$ cat config.mk
export PLATFORM = sky130hd
export DESIGN_NAME = tx_byte_fifo_overflow_marking
export DESIGN_NICKNAME = d
export VERILOG_FILES = /design/src/rtl/txbf_pkg.sv /design/src/rtl/txbf_ring.sv /design/src/rtl/tx_byte_fifo_overflow_marking.sv
export SDC_FILE = /design/constraint.sdc
export NUM_CORES = 1
export LEC_CHECK = 0
export BUFFER_PORTS_ARGS = -buffer_cell sky130_fd_sc_hd__buf_2
export CORE_MARGIN = 8
export CORE_UTILIZATION = 50
export DETAILED_ROUTE_END_ITERATION = 7
export PLACE_DENSITY_LB_ADDON = 0.08
export SLEW_MARGIN = 20
export SYNTH_ARGS = -nofsm -noshare
export SYNTH_HDL_FRONTEND = slang
export SYNTH_SLANG_ARGS = --single-unit
$ cat constraint.sdc
create_clock -name clk -period 4.3 [get_ports clk]
set_clock_uncertainty 0.1 [all_clocks]
set_input_delay 0.86 -clock clk [delete_from_list [all_inputs] [get_ports clk]]
set_output_delay 0.86 -clock clk [all_outputs]
set_load 0.1 [all_outputs]
$ cat src/rtl/txbf_pkg.sv
`timescale 1ns / 1ps

package txbf_pkg;

  // Default ring size and the marker value that reset loads.
  localparam int unsigned DEPTH_DEF = 64;
  localparam logic [7:0] MARKER_RESET = 8'd88;

  // Action codes of an input item.
  localparam logic ACT_PUSH = 1'b0;
  localparam logic ACT_POP = 1'b1;

  // Result status codes.
  typedef enum logic [2:0] {
    ST_STORED    = 3'd0,
    ST_MARKED    = 3'd1,
    ST_DISCARDED = 3'd2,
    ST_POPPED    = 3'd3,
    ST_EMPTY     = 3'd4
  } status_t;

endpackage

$ cat src/rtl/txbf_ring.sv
`timescale 1ns / 1ps

module txbf_ring #(
  parameter int unsigned DEPTH = 64
) (
  input  logic                clk,
  input  logic                rst_n,
  input  logic                en,
  input  logic                action,
  input  logic [7:0]          data_byte,
  input  logic                end_of_message,
  input  logic [7:0]          marker,
  output txbf_pkg::status_t   status,
  output logic [7:0]          rd_data
);

  import txbf_pkg::*;

  localparam int unsigned AW = (DEPTH > 1) ? $clog2(DEPTH) : 1;
  localparam logic [AW-1:0] LAST_IDX = AW'(DEPTH - 1);

  logic [7:0]    mem [DEPTH];
  logic [AW-1:0] wr_idx_r, wr_idx_nxt;
  logic [AW-1:0] rd_idx_r, rd_idx_nxt;
  logic          discard_r, discard_nxt;
  logic [AW-1:0] wr_next, wr_prev, rd_next;
  logic          mem_we;
  logic [AW-1:0] mem_waddr;
  logic [7:0]    mem_wdata;
  logic          mem_re;
  logic [7:0]    rd_data_r;

  assign wr_next = (wr_idx_r == LAST_IDX) ? '0 : wr_idx_r + 1'b1;
  assign wr_prev = (wr_idx_r == '0) ? LAST_IDX : wr_idx_r - 1'b1;
  assign rd_next = (rd_idx_r == LAST_IDX) ? '0 : rd_idx_r + 1'b1;

  always_comb begin
    wr_idx_nxt  = wr_idx_r;
    rd_idx_nxt  = rd_idx_r;
    discard_nxt = discard_r;
    mem_we      = 1'b0;
    mem_waddr   = wr_idx_r;
    mem_wdata   = data_byte;
    mem_re      = 1'b0;
    status      = ST_EMPTY;
    case (action)
      ACT_PUSH: begin
        if (discard_r) begin
          status = ST_DISCARDED;
          if (end_of_message) begin
            discard_nxt = 1'b0;
          end
        end else if (wr_next == rd_idx_r) begin
          // Ring full: overwrite the newest byte with the marker.
          status      = ST_MARKED;
          mem_we      = 1'b1;
          mem_waddr   = wr_prev;
          mem_wdata   = marker;
          discard_nxt = !end_of_message;
        end else begin
          status     = ST_STORED;
          mem_we     = 1'b1;
          wr_idx_nxt = wr_next;
        end
      end
      ACT_POP: begin
        if (wr_idx_r == rd_idx_r) begin
          status = ST_EMPTY;
        end else begin
          status     = ST_POPPED;
          mem_re     = 1'b1;
          rd_idx_nxt = rd_next;
        end
      end
      default: begin
        status = ST_EMPTY;
      end
    endcase
  end

  always_ff @(posedge clk) begin
    if (!rst_n) begin
      wr_idx_r  <= '0;
      rd_idx_r  <= '0;
      discard_r <= 1'b0;
    end else if (en) begin
      wr_idx_r  <= wr_idx_nxt;
      rd_idx_r  <= rd_idx_nxt;
      discard_r <= discard_nxt;
    end
  end

  always_ff @(posedge clk) begin
    if (en && mem_we) begin
      mem[mem_waddr] <= mem_wdata;
    end
  end

  // Read data is held until the next accepted pop.
  always_ff @(posedge clk) begin
    if (en && mem_re) begin
      rd_data_r <= mem[rd_idx_r];
    end
  end

  assign rd_data = rd_data_r;

endmodule

$ cat src/rtl/tx_byte_fifo_overflow_marking.sv
`timescale 1ns / 1ps

// Transmit byte ring buffer with overflow marking.
// The input channel (in_valid/in_ready) carries one item per push or pop:
// in_action selects push or pop, in_data_byte and in_end_of_message describe
// the pushed byte. The ring holds DEPTH-1 bytes. A push into a full ring
// overwrites the newest stored byte with the overflow marker and drops the
// rest of that message up to its flagged last byte.
// The output channel (out_valid/out_ready) returns exactly one item per
// input item: out_status and out_read_byte (the popped byte, else zero).
// out_valid is registered. Unless the receiver stalls, one item is accepted
// every cycle; a single-port byte memory serves either the push write or
// the pop read of that item, and its read data is registered.
// When the receiver stalls, the pending result stays in the output register
// and in_ready drops until it is taken; a new item is accepted in the same
// cycle the pending result leaves.
// The marker is written through cfg_valid/cfg_data, always ready, and
// should only change while the block is idle.
// Reset empties the ring, clears the discard state and loads the marker 'X'.
// No clearing pass over the memory is needed.
module tx_byte_fifo_overflow_marking #(
  parameter int unsigned DEPTH = txbf_pkg::DEPTH_DEF
) (
  input  logic       clk,
  input  logic       rst_n,
  input  logic       in_valid,
  output logic       in_ready,
  input  logic       in_action,
  input  logic [7:0] in_data_byte,
  input  logic       in_end_of_message,
  output logic       out_valid,
  input  logic       out_ready,
  output logic [2:0] out_status,
  output logic [7:0] out_read_byte,
  input  logic       cfg_valid,
  output logic       cfg_ready,
  input  logic [7:0] cfg_data
);

  import txbf_pkg::*;

  logic       accept;
  logic [7:0] marker_r;
  status_t    ring_status;
  logic [7:0] ring_rd_data;
  logic       out_valid_r;
  status_t    out_status_r;

  // The result register frees up when its item is taken.
  assign in_ready  = !out_valid_r || out_ready;
  assign accept    = in_valid && in_ready;
  assign cfg_ready = 1'b1;

  always_ff @(posedge clk) begin
    if (!rst_n) begin
      marker_r <= MARKER_RESET;
    end else if (cfg_valid) begin
      marker_r <= cfg_data;
    end
  end

  txbf_ring #(
    .DEPTH(DEPTH)
  ) u_ring (
    .clk            (clk),
    .rst_n          (rst_n),
    .en             (accept),
    .action         (in_action),
    .data_byte      (in_data_byte),
    .end_of_message (in_end_of_message),
    .marker         (marker_r),
    .status         (ring_status),
    .rd_data        (ring_rd_data)
  );

  always_ff @(posedge clk) begin
    if (!rst_n) begin
      out_valid_r <= 1'b0;
    end else if (accept) begin
      out_valid_r <= 1'b1;
    end else if (out_ready) begin
      out_valid_r <= 1'b0;
    end
  end

  always_ff @(posedge clk) begin
    if (accept) begin
      out_status_r <= ring_status;
    end
  end

  assign out_valid     = out_valid_r;
  assign out_status    = out_status_r;
  // The memory read register only holds meaning after a successful pop.
  assign out_read_byte = (out_status_r == ST_POPPED) ? ring_rd_data : 8'd0;

endmodule

Word level (Yosys, flattened, before mapping). Memory sizes are Yosys's and may differ from the RTL's. A register that Yosys moved wholly into a read port is not among the register bits. Index checks and enable logic that the tools add are counted.

Input port bits: 23. Flip-flop bits (word level): 25. ROM bits: 0. Memory bits (writable): 512. Logic and storage cells: 55. Output and inout port bits: 14. Memories: 1. Bits in latches: 0.

Memories: u_ring.mem (words 64, bits a word 8, read ports 1, clocked after memory_dff 1, write ports 1, line txbf_ring.sv:22) `logic [7:0] mem [DEPTH];`.

Shift-type cells: 0. Eq/ne operators: 5. Muxes and demuxes: 25. Multiply operators: 0. Bitwise gates (word level): 4. Reduce and logical (&&, ||, !) cells: 11. Div/mod/pow operators: 0. Magnitude comparators: 0. Add/subtract/negate cells: 3.

Operators by type and width (count): 6-bit two-way mux (6); 8-bit two-way mux (4); 6-bit by 1-bit adder with 6-bit output (second input constant) (2); 6-bit equality test (2); 6-bit equality test (second input constant) (2); 1-bit two-way mux (12); 6-bit logical NOT (1); 3-bit two-way mux (2); 3-bit one-hot mux with 2 select lines (1); 6-bit by 1-bit subtractor with 6-bit output (second input constant) (1); 1-bit inverter (4); 4-bit AND reduction (1); 3-bit by 2-bit equality test with 1-bit output (second input constant) (1); 1-bit logical AND (3); 3-bit AND reduction (1); 1-bit logical NOT (2); 2-bit AND reduction (1); 2-bit nonzero test (1); 1-bit logical OR (1).

Depth between registers and ports, before layout. Gate-level depths: netlist of the first run.

Word-level depth: 6. Depth in mapped cells: 13. Mapped depth without buffers: 9.

Hierarchy. Synthesis of the first run repeated with hierarchy kept, for this count alone.

Cell total of the unflattened synthesis: 1065. Area total of the unflattened synthesis: 22028.6 µm².

By module, submodules not included: txbf_ring (area an instance 21529.4 µm², cells each 1021, seq. area each 15875.2 µm², times used 1); tx_byte_fifo_overflow_marking (area an instance 499.2 µm², cells each 44, seq. area each 270.3 µm², times used 1).

Worst setup path after synthesis of the first run. OpenSTA, ideal clock, no wires.

Path type: input -> register. From: input out_ready. To: memory u_ring.mem[44][0] (enable). Library setup time: 0.395 ns. Cell stages on the path: 7. Setup slack: 0.025 ns. Buffers on the path: 2. Arrival: 3.780 ns. Cells stage by stage: nand2b_1 -> nand2_1 -> nor2_1 -> clkbuf_1 -> o21ai_1 -> clkbuf_1 -> nor4_1.

Word-level cells in the longest chain between the ends: 5.

Ends and longest elaborated chain: from (decl) (line tx_byte_fifo_overflow_marking.sv:32) `input logic out_ready,`; 1-bit logical OR (line tx_byte_fifo_overflow_marking.sv:50) `assign in_ready = !out_valid_r || out_ready;`; 1-bit logical AND (line tx_byte_fifo_overflow_marking.sv:51) `assign accept = in_valid && in_ready;`; 1-bit logical AND (line txbf_ring.sv:94) `if (en && mem_we) begin`; 1-bit two-way mux (line txbf_ring.sv:94); 1-bit two-way mux (not written as such) (line txbf_ring.sv:95) `mem[mem_waddr] <= mem_wdata;`; to (decl) (line txbf_ring.sv:22).

Every way passes these cells.

Final worst setup path of the first run.
From: register u_ring.wr_idx_r[1]. To: memory u_ring.mem[1][2] (enable).

Word-level cells in the longest chain between the ends: 6. Elaborated cells between the ends (all ways): 10.

Ends and longest elaborated chain: from (decl) (line txbf_ring.sv:23) `logic [AW-1:0] wr_idx_r, wr_idx_nxt;`; from (signal assigned) (line txbf_ring.sv:87) `wr_idx_r <= wr_idx_nxt;`; 6-bit by 1-bit adder with 6-bit output or 6-bit equality test (tied branches) (line txbf_ring.sv:33) `assign wr_next = (wr_idx_r == LAST_IDX) ? '0 : wr_idx_r + 1'b1;`; 6-bit two-way mux * (line txbf_ring.sv:33); via u_ring.wr_next[1] (line txbf_ring.sv:26) `logic [AW-1:0] wr_next, wr_prev, rd_next;`; 6-bit equality test * (line txbf_ring.sv:53) `end else if (wr_next == rd_idx_r) begin`; 6-bit two-way mux * (line txbf_ring.sv:53); 6-bit two-way mux * (line txbf_ring.sv:48) `if (discard_r) begin`; 6-bit two-way mux * (line txbf_ring.sv:46) `case (action)`.

Mark *: on every way through the listed nets, which the timed path passes. The rest lies on a longest branch.

==> results of run 1 <==
## worst max path at each step
stage	depth (start not counted)	start	end
2_1_floorplan	7	out_ready	u_ring.mem[44][0]
3_3_place_gp	9	u_ring.wr_idx_r[1]	u_ring.mem[34][6]
3_5_place_dp	10	u_ring.wr_idx_r[1]	u_ring.mem[4][3]
4_1_cts	10	u_ring.wr_idx_r[1]	u_ring.mem[30][4]
5_1_grt	12	u_ring.wr_idx_r[1]	u_ring.mem[63][5]
6_report	11	u_ring.wr_idx_r[1]	u_ring.mem[1][2]
## Yosys cell counts, drive strengths merged (6+ instances only)
library cell	count
and2	8
mux4	168
nor4	38
inv	8
nand3	8
a21oi	10
nand2	17
o21ai	8
clkbuf	34
buf	37
nor3	38
xnor2	11
mux2	8
nor2	23
dfxtp	22
xor2	6
mux2i	11
edfxtp	523
## power by group
group / total [mW] / switching, mW / internal (mW)
sequential: 5.92 / 0.0129 / 5.91
clock: 4.56 / 1.94 / 2.62
combinational: 0.672 / 0.462 / 0.210
total: 11.2 / 2.42 / 8.74
## layer usage
metal | GRT usage | vias up
met5 | 0 | -
li1 | - | 4595
met1 | 0.300 | 5712
met3 | 0.0320 | 65
met2 | 0.301 | 400
met4 | 0.0535 | 0
## stage by stage
stage,setup WS [ps],hold slack (ps)
after floorplan,24.9,336
after global placement,13.0,351
after detailed placement,8.58,359
after CTS,24.3,334
after global routing,43.4,348
final,239,366
## worst reg2reg max path: stages, from the launching register on
cell and delay [ps]:
dfxtp_1 440, inv_1 150, ha_1 480, xnor2_1 160
o21ai_0 120, a211oi_2 340, nand4_2 150, o41a_1 460
or3_4 500, buf_4 210, nor3_1 380, buf_4 270
## cell families after synthesis
group | count (synthesis) | synth area share
DFF | 545 | 0.738
muxes | 187 | 0.182
and+or+nand+nor | 159 | 0.0424
buffers and inverters | 79 | 0.0160
AOI/OAI and AO/OA | 40 | 0.0126
xor gates and xnor gates | 17 | 0.00680
adders and majority gates | 4 | 0.00229
other | 1 | 0.000171
## registers in the layout, indices dropped and copies added (netlist names)
signal and flops:
u_ring.mem 512, u_ring.rd_idx_r 6, u_ring.rd_data 8, out_status 3, marker_r 8, out_valid 1, u_ring.discard_r 1, u_ring.wr_idx_r 6
## cell type report
cell class / instances / area (um^2) / share of cell area
flip-flops and latches: 545 / 16200 / 0.637
multi-input cells: 408 / 5750 / 0.227
clock buffers: 70 / 1490 / 0.0589
repair buffers: 127 / 966 / 0.0381
well taps: 585 / 732 / 0.0289
clock inverters: 28 / 221 / 0.00874
inverters: 8 / 30.0 / 0.00118
diodes: 1 / 2.50 / 0.0000987
## what timing repair did
item,4_1_cts,5_1_grt
gates resized for setup,1,24
pin swaps,0,6
setup endpoints to repair,7,194
setup buffers,0,5
==> impl_metrics.ini, run 1 <==
[global_route]
grt_usage = 0.199
grt_first_pass_wirelength_mm = 74.4
grt_start_max_net_pins = 133
grt_pass1_vias = 10700
antenna_found_initial = 0
grt.overflow.total = 0

[drt]
wl_mm = 49.7
vias_per_cell = 6.08
top_layer = met4
ant_nets = 0
wl_met3_mm = 3.02
wire_per_inst_um = 28.0
wl_met1_mm = 22.6
route.met2.wl_mm = 23.1
initialDrtViolationCount = 1065
firstDrtPassIters = 5
vias = 10800
drc_errors = 0

[timing]
fmax_mhz = 246
min_period_ps = 4060
slew_headroom = 0.392
drv_slew = 0
tightest_slew_ps = 912
fin_crit_sh = 0.944
finalSetupViolations = 0
rsz0062_at_grt = false
hold_viol = 0
finalSetupTns_ps = 0

[floorplan]
row_count = 76
initial_core_util = 0.507
io_pins = 37
die_height_um = 225
fp.coreArea_um2 = 43200
dieArea_um2 = 50700
die_width_um = 225

[worst_hold_path]
hold_depth = 2
min_path_type = reg -> reg
hold_start = marker_r[4]
min_to = marker_r[4]

[clock_tree]
clock_latency_ps = 590
cts_hold_buffers = 0
root_buffer = clkbuf_16
htreeDepth = 2
cts_tree = done
cts_inserted_buffers = 55
cts_sinks = 545
path_clk_slew_ps = 60
cts_buffer_depth = 3

[layout]
fillers = 3186
synthToLayoutAreaGrowth_pct = 15.8
final_common_cell = edfxtp_1
stdcell_area_um2 = 25300
final_cells = 1772
drive_gt1_frac = 0.358
final_cell_mix = edfxtp_1, mux4_2, buf_4
fin_util = 0.587
nNetsFinal = 1172

[worst_setup_path]
worstSetupPathType = reg -> reg
cpMostUsedCell = buf_4
startpoint_type = flop
reg2reg_depth = 11
crit_slowest_cell = or3_4
r2r_start = u_ring.wr_idx_r[1]
cp_top_family = simple AND/OR/NAND/NOR gates
arrival_ps = 4260
crit_path_max_fanout = 8
critical_path_required_ps = 4500
max_stage_delay_ps = 500
crit_buf_inv = 3
cp_cell_sequence = inv_1 > ha_1 > xnor2_1 > o21ai_0 > a211oi_2 > nand4_2 > o41a_1 > or3_4 > buf_4 > nor3_1 > buf_4
ff2ff_setup_slack_ps = 240
r2r-end = u_ring.mem[1][2]
endpoint_kind = flop

[place]
gp_congestion = 0.846
io_buffer_count = 35
dpl.cell_count = 1668
hpwlAfterDp_mm = 30.4
post_dp_cell_area_um2 = 23400

[logic_synthesis]
ys_ff_latch = 545
async_reset_ff_frac = 0
synth_area_leaders = edfxtp_1, mux4_2, dfxtp_1
synthFlopType = edfxtp_1
synth_cells = 1032
yosysTopAreaCell = edfxtp_1
synth_nets = 1059
synth.distinct_cells = 55
syn_area_um2 = 21900
ys_seq_area_frac = 0.738
synth_top_area_share = 0.718
avgSynthCellArea_um2 = 21.2
synth-edff-count = 523
yosysWarnings = 0

[pwr]
p_leak_nw = 7.85
power.density_nw_per_um2 = 440
total_power_mw = 11.2
max-vdd-ir-drop_mv = 0.263

[run]
drv_cap = 0

[status]
status = complete, no violations
(Power assumes the default switching activity.)
==> run 2: changes to the inputs <==
CORE_UTILIZATION = 56   (was 50)
SYNTH_HIERARCHICAL = 1   (was not set)
==> run 2 against run 1 <==
Against the previous run:
- sequential share of layout area down 0.42 points
- maximum frequency is 2.8% lower
- register-to-register slack lost 120 ps
- clock-buffer cell count decreased by 7
- synthesized cell count up 3.2%
- flip-flop and latch count stayed put
- global-route usage grew 1.9 points
- combinational power fell by 3%
- core utilization rose by 7.2 points
- final area rose by 0.67%
- worst setup slack worse by 120 ps
- critical path type unchanged
==> impl_metrics.ini, run 2 <==
[global_route]
grt_first_pass_wirelength_mm = 74.5
grt_start_max_net_pins = 133
met3_usage = 0.0402
grt_use_met2 = 0.339
grt_pass1_vias = 11000
antenna_found_initial = 1
grt-busiest-layer = met2
grt.met1_usage = 0.314
grt.overflow.total = 0
grt_usage = 0.218

[pwr]
p_leak_nw = 7.88
max-vdd-ir-drop_mv = 0.335
power.density_nw_per_um2 = 435

[layout]
nNetsFinal = 1218
final_common_cell = edfxtp_1
fillers = 2567
largest_reg_flops = 512
synthToLayoutAreaGrowth_pct = 15.8
largest-register = u_ring/mem
diodes = 0
fin_util = 0.659
final_cells = 1754
final_cell_mix = edfxtp_1, mux4_2, buf_4
drive_gt1_frac = 0.380

[timing]
fin_crit_sh = 0.971
hold_viol = 0
slew_headroom = 0.316
drv_slew = 0
whs_ps = 360
finalSetupViolations = 0
fmax_mhz = 239
worst_slack_ps = 124
min_period_ps = 4180
tightest_slew_ps = 1020
rsz0062_at_grt = true
finalSetupTns_ps = 0

[worst_setup_path]
ff2ff_setup_slack_ps = 120
crit_path_max_fanout = 15
r2r-end = u_ring/mem[30][6]
reg2reg_depth = 12
startpoint_type = flop
critical_path_required_ps = 4540
r2r_start = u_ring/wr_idx_r[0]
arrival_ps = 4420
endpoint_kind = flop
worstSetupPathType = reg -> reg

[floorplan]
initial_core_util = 0.569
die_height_um = 214
die_width_um = 214
dieArea_um2 = 45900
row_count = 72
io_pins = 37
fp.coreArea_um2 = 38700

[logic_synthesis]
synth.distinct_cells = 59
synth_nets = 1092
synth_cells = 1065
syn_area_um2 = 22000
avgSynthCellArea_um2 = 20.7
async_reset_ff_frac = 0
synth_top_area_share = 0.713
synth_area_leaders = edfxtp_1, mux4_2, dfxtp_1
ys_ff_latch = 545
yosysTopAreaCell = edfxtp_1
yosysWarnings = 6
yosysMostFrequentCell = edfxtp_1
synth_common_cells = edfxtp_1, mux4_2, nor4_1, nand2_1
synth-edff-count = 523
ys_seq_area_frac = 0.733
synthFlopType = edfxtp_1

[drt]
ant_nets = 0
wl_mm = 49.7
initialDrtViolationCount = 1159
drc_errors = 0
wire_per_inst_um = 28.3
firstDrtPassIters = 7
vias_per_cell = 6.34
vias = 11100

[clock_tree]
htreeDepth = 2
cts_buffer_depth = 3
postCtsResizedCells = 0
cts_tree = done
path_clk_slew_ps = 60
cts_sinks = 545
clock_latency_ps = 600
root_buffer = clkbuf_16
cts_inserted_buffers = 54
cts_hold_buffers = 0

[worst_hold_path]
min_path_type = in -> reg
hold_depth = 2
hold_start = in_end_of_message
min_to = u_ring/discard_r

[place]
gp_congestion = 0.870
hpwlAfterDp_mm = 29.6
pre_cts_ws_ps = 240
dpl.cell_count = 1653
io_buffer_count = 35

[status]
status = complete, no violations

[run]
drv_cap = 0
[run 2: cells by family after synthesis]
group | Yosys count | synth area share
adder cells (fa/ha/maj) | 4 | 0.00227
other | 1 | 0.000170
buffers and inverters | 87 | 0.0179
AND/OR/NAND/NOR | 188 | 0.0493
flip-flops | 545 | 0.733
multiplexers | 177 | 0.176
XOR/XNOR | 15 | 0.00596
AO/OA/AOI/OAI | 48 | 0.0156
[run 2: cell type report]
class / instances / area, um^2 / share of cell area
timing repair buffer: 149 / 1180 / 0.0463
tap: 518 / 648 / 0.0254
clock inverter: 38 / 288 / 0.0113
inverter: 8 / 30.0 / 0.00118
sequential: 545 / 16200 / 0.633
multi-input combinational: 433 / 5810 / 0.228
clock buffer: 63 / 1410 / 0.0551
[run 2: worst max-delay path: stages (launching register included)]
cell,delay (ps)
dfxtp_1,330
buf_4,200
ha_1,390
and4b_1,250
o32ai_1,100
a211o_1,340
a2111oi_4,470
buf_4,290
nor3_1,80
o21ai_2,720
buf_4,350
nor4_1,80
buf_4,190
[run 2: repair_timing]
action	4_1_cts	5_1_grt
endpoints found under the setup margin	0	12
hold endpoints to repair	0	0
buffers inserted	0	0
[run 2: worst max path at each step]
stage / from / to / slack, ps / cells past startpoint
floorplan: u_ring/wr_idx_r[0] / u_ring/mem[63][0] / -70 / 12
global placement: u_ring/wr_idx_r[0] / u_ring/mem[28][0] / -50 / 10
detailed placement: u_ring/wr_idx_r[1] / u_ring/mem[22][7] / 240 / 12
CTS: u_ring/wr_idx_r[0] / u_ring/mem[22][5] / 170 / 12
global route: u_ring/wr_idx_r[0] / u_ring/mem[21][2] / -50 / 12
finish: u_ring/wr_idx_r[0] / u_ring/mem[30][6] / 120 / 12
[run 2: layer usage]
layer | vias to the layer above | wire [um]
met2 | 447 | 23700
met3 | 81 | 3770
li1 | 4734 | -
met5 | - | 13
met4 | 2 | 1470
met1 | 5849 | 20800
[run 2: report_power, final]
| part | leakage (nW) | switching, mW | internal, mW | total, mW |
|---|---|---|---|---|
| logic | 2.16 | 0.450 | 0.203 | 0.652 |
| registers | 4.89 | 0.00846 | 5.91 | 5.92 |
| clock network | 0.825 | 1.94 | 2.57 | 4.52 |
[run 2: metrics by stage]
step | total power, mW | area [um^2]
5_1_grt | 11.4 | 25500
4_1_cts | 11.2 | 25500
3_5_place_dp | 6.69 | 23800
6_report | 11.1 | 25500
2_1_floorplan | 6.42 | 22200
3_3_place_gp | 6.68 | 23800
==> run 3: changes to the inputs <==
CORE_UTILIZATION = 30   (was 56)
==> run 3 against run 2 <==
Against the previous run:
- die area up 79%
- routed wire length up 21%
- first-iteration DRC count down 35%
- combinational power up 3%
- critical path depth down 1
==> impl_metrics.ini, run 3 (synthesis results as in run 2) <==
[worst_setup_path]
reg2reg_depth = 11
max_stage_delay_ps = 600
cp_cell_sequence = inv_1 > ha_1 > xor2_1 > a311o_1 > a311o_1 > a2111oi_4 > buf_4 > a31o_2 > buf_4 > nor4_2 > buf_4
r2r_start = u_ring/wr_idx_r[1]
cpMostUsedCell = buf_4
crit_path_max_fanout = 16
worstSetupPathType = reg -> reg
r2r-end = u_ring/mem[7][4]
crit_slowest_cell = a31o_2
endpoint_kind = flop
startpoint_type = flop
arrival_ps = 4390
critical_path_required_ps = 4580
ff2ff_setup_slack_ps = 190

[timing]
drv_slew = 0
hold_viol = 0
min_period_ps = 4110
tightest_slew_ps = 1000
finalSetupViolations = 0
finalSetupTns_ps = 0
fmax_mhz = 243
whs_ps = 347
rsz0062_at_grt = false
slew_headroom = 0.329
fin_crit_sh = 0.956

[drt]
vias_per_cell = 4.97
vias = 10900
wl_mm = 60.0
drc_errors = 0
ant_nets = 0
firstDrtPassIters = 4
wire_per_inst_um = 27.2
initialDrtViolationCount = 752

[pwr]
total_power_mw = 11.7
p_sw_frac = 0.224
max-vdd-ir-drop_mv = 0.270
pwr-share-clk = 0.435
power.density_nw_per_um2 = 443
seq_power_share = 0.508
p_int_mw = 9.06
switching_power_mw = 2.61
p_leak_nw = 7.99
power_frac_comb = 0.058

[floorplan]
dieArea_um2 = 82400
io_pins = 37
row_count = 99
die_height_um = 287
fp.coreArea_um2 = 72800
initial_core_util = 0.302
die_width_um = 287

[worst_hold_path]
hold_start = in_end_of_message
min_to = u_ring/discard_r
min_path_type = in -> reg
hold_depth = 2

[clock_tree]
cts_inserted_buffers = 59
path_clk_slew_ps = 60
cts_sinks = 545
root_buffer = clkbuf_16
clock_latency_ps = 630
htreeDepth = 2
cts_tree = done
cts_buffer_depth = 3

[global_route]
grt.overflow.total = 0
grt_usage = 0.145
grt_start_max_net_pins = 133
grt_pass1_vias = 11300
antenna_found_initial = 3
grt_first_pass_wirelength_mm = 86.7

[layout]
largest_reg_flops = 512
synthToLayoutAreaGrowth_pct = 19.5
largest-register = u_ring/mem
nNetsFinal = 1223
fin_util = 0.361
final_common_cell = edfxtp_1
final_cell_mix = edfxtp_1, mux4_2, buf_4
final_cells = 2205
drive_gt1_frac = 0.394
fillers = 6751
diodes = 0

[place]
io_buffer_count = 35
dpl.cell_count = 2094
gp_congestion = 0.748
hpwlAfterDp_mm = 36.1

[run]
drv_cap = 0

[status]
status = complete, no violations
run 3: cell types whose count changed in the layout (fill, tap and decap cells not counted), sizes merged:
cell / previous run / this run
clkinvlp: 4 / 2
bufinv: 4 / 7
clkinv: 30 / 28
clkbuf: 63 / 71
inv: 8 / 11
run 3: stage by stage:
step / cell area [um^2] / worst slack [ps]
6_report: 26300 / 187
5_1_grt: 26300 / 11.1
4_1_cts: 26300 / 101
3_5_place_dp: 24400 / -50.8
3_3_place_gp: 24400 / -29.7
2_1_floorplan: 22200 / -73.2
run 3: layout make-up:
type	count	area (um^2)	share of cell area
clock inverter	40	408	0.0155
tap	959	1200	0.0456
sequential	545	16200	0.614
timing repair buffer	149	1130	0.0431
clock buffer	71	1520	0.0578
inverter	8	30.0	0.00114
multi-input combinational	433	5880	0.223
run 3: metal layers:
layer,vias to the layer above,global-route usage,routed length [um]
met5,-,0,0
met4,0,0.0347,995
met2,224,0.234,29100
met3,62,0.0205,2160
met1,5904,0.207,27800
li1,4759,-,-
run 3: power groups by stage:
stage	combinational [mW]	sequential [mW]	clock (mW)
after global routing	0.724	5.93	5.42
after floorplan	0.353	6.06	0
after CTS	0.697	5.93	5.25
after global placement	0.695	6.04	0
final	0.672	5.93	5.07
after detailed placement	0.696	6.04	0
run 3: worst max path at each step:
stage / startpoint / cells after the start / slack, ps / to
final: u_ring/wr_idx_r[1] / 11 / 190 / u_ring/mem[7][4]
after floorplan: u_ring/wr_idx_r[0] / 12 / -70 / u_ring/mem[63][0]
after global routing: u_ring/wr_idx_r[1] / 11 / 10 / u_ring/mem[12][4]
after CTS: u_ring/wr_idx_r[0] / 11 / 100 / u_ring/mem[45][5]
after detailed placement: u_ring/wr_idx_r[0] / 10 / -50 / u_ring/mem[18][1]
after global placement: u_ring/wr_idx_r[0] / 10 / -30 / u_ring/mem[18][0]
run 3: worst max-delay path: cells and delay by family (launching register included):
family	cells	cell delay, ps
buffers and inverters	4	970
XOR/XNOR	1	180
adder cells (fa/ha/maj)	1	360
AND/OR/NAND/NOR	1	90
AO/OA/AOI/OAI	4	1800
flip-flops	1	330
run 3: timing repair:
| action | in CTS | in global routing |
|---|---|---|
| hold endpoints to repair | 0 | 0 |
| pin swaps | 0 | 1 |
| setup endpoints to repair | 5 | 128 |
| buffers inserted | 0 | 0 |
| resized for setup | 1 | 1 |
| hold buffers | 0 | 0 |
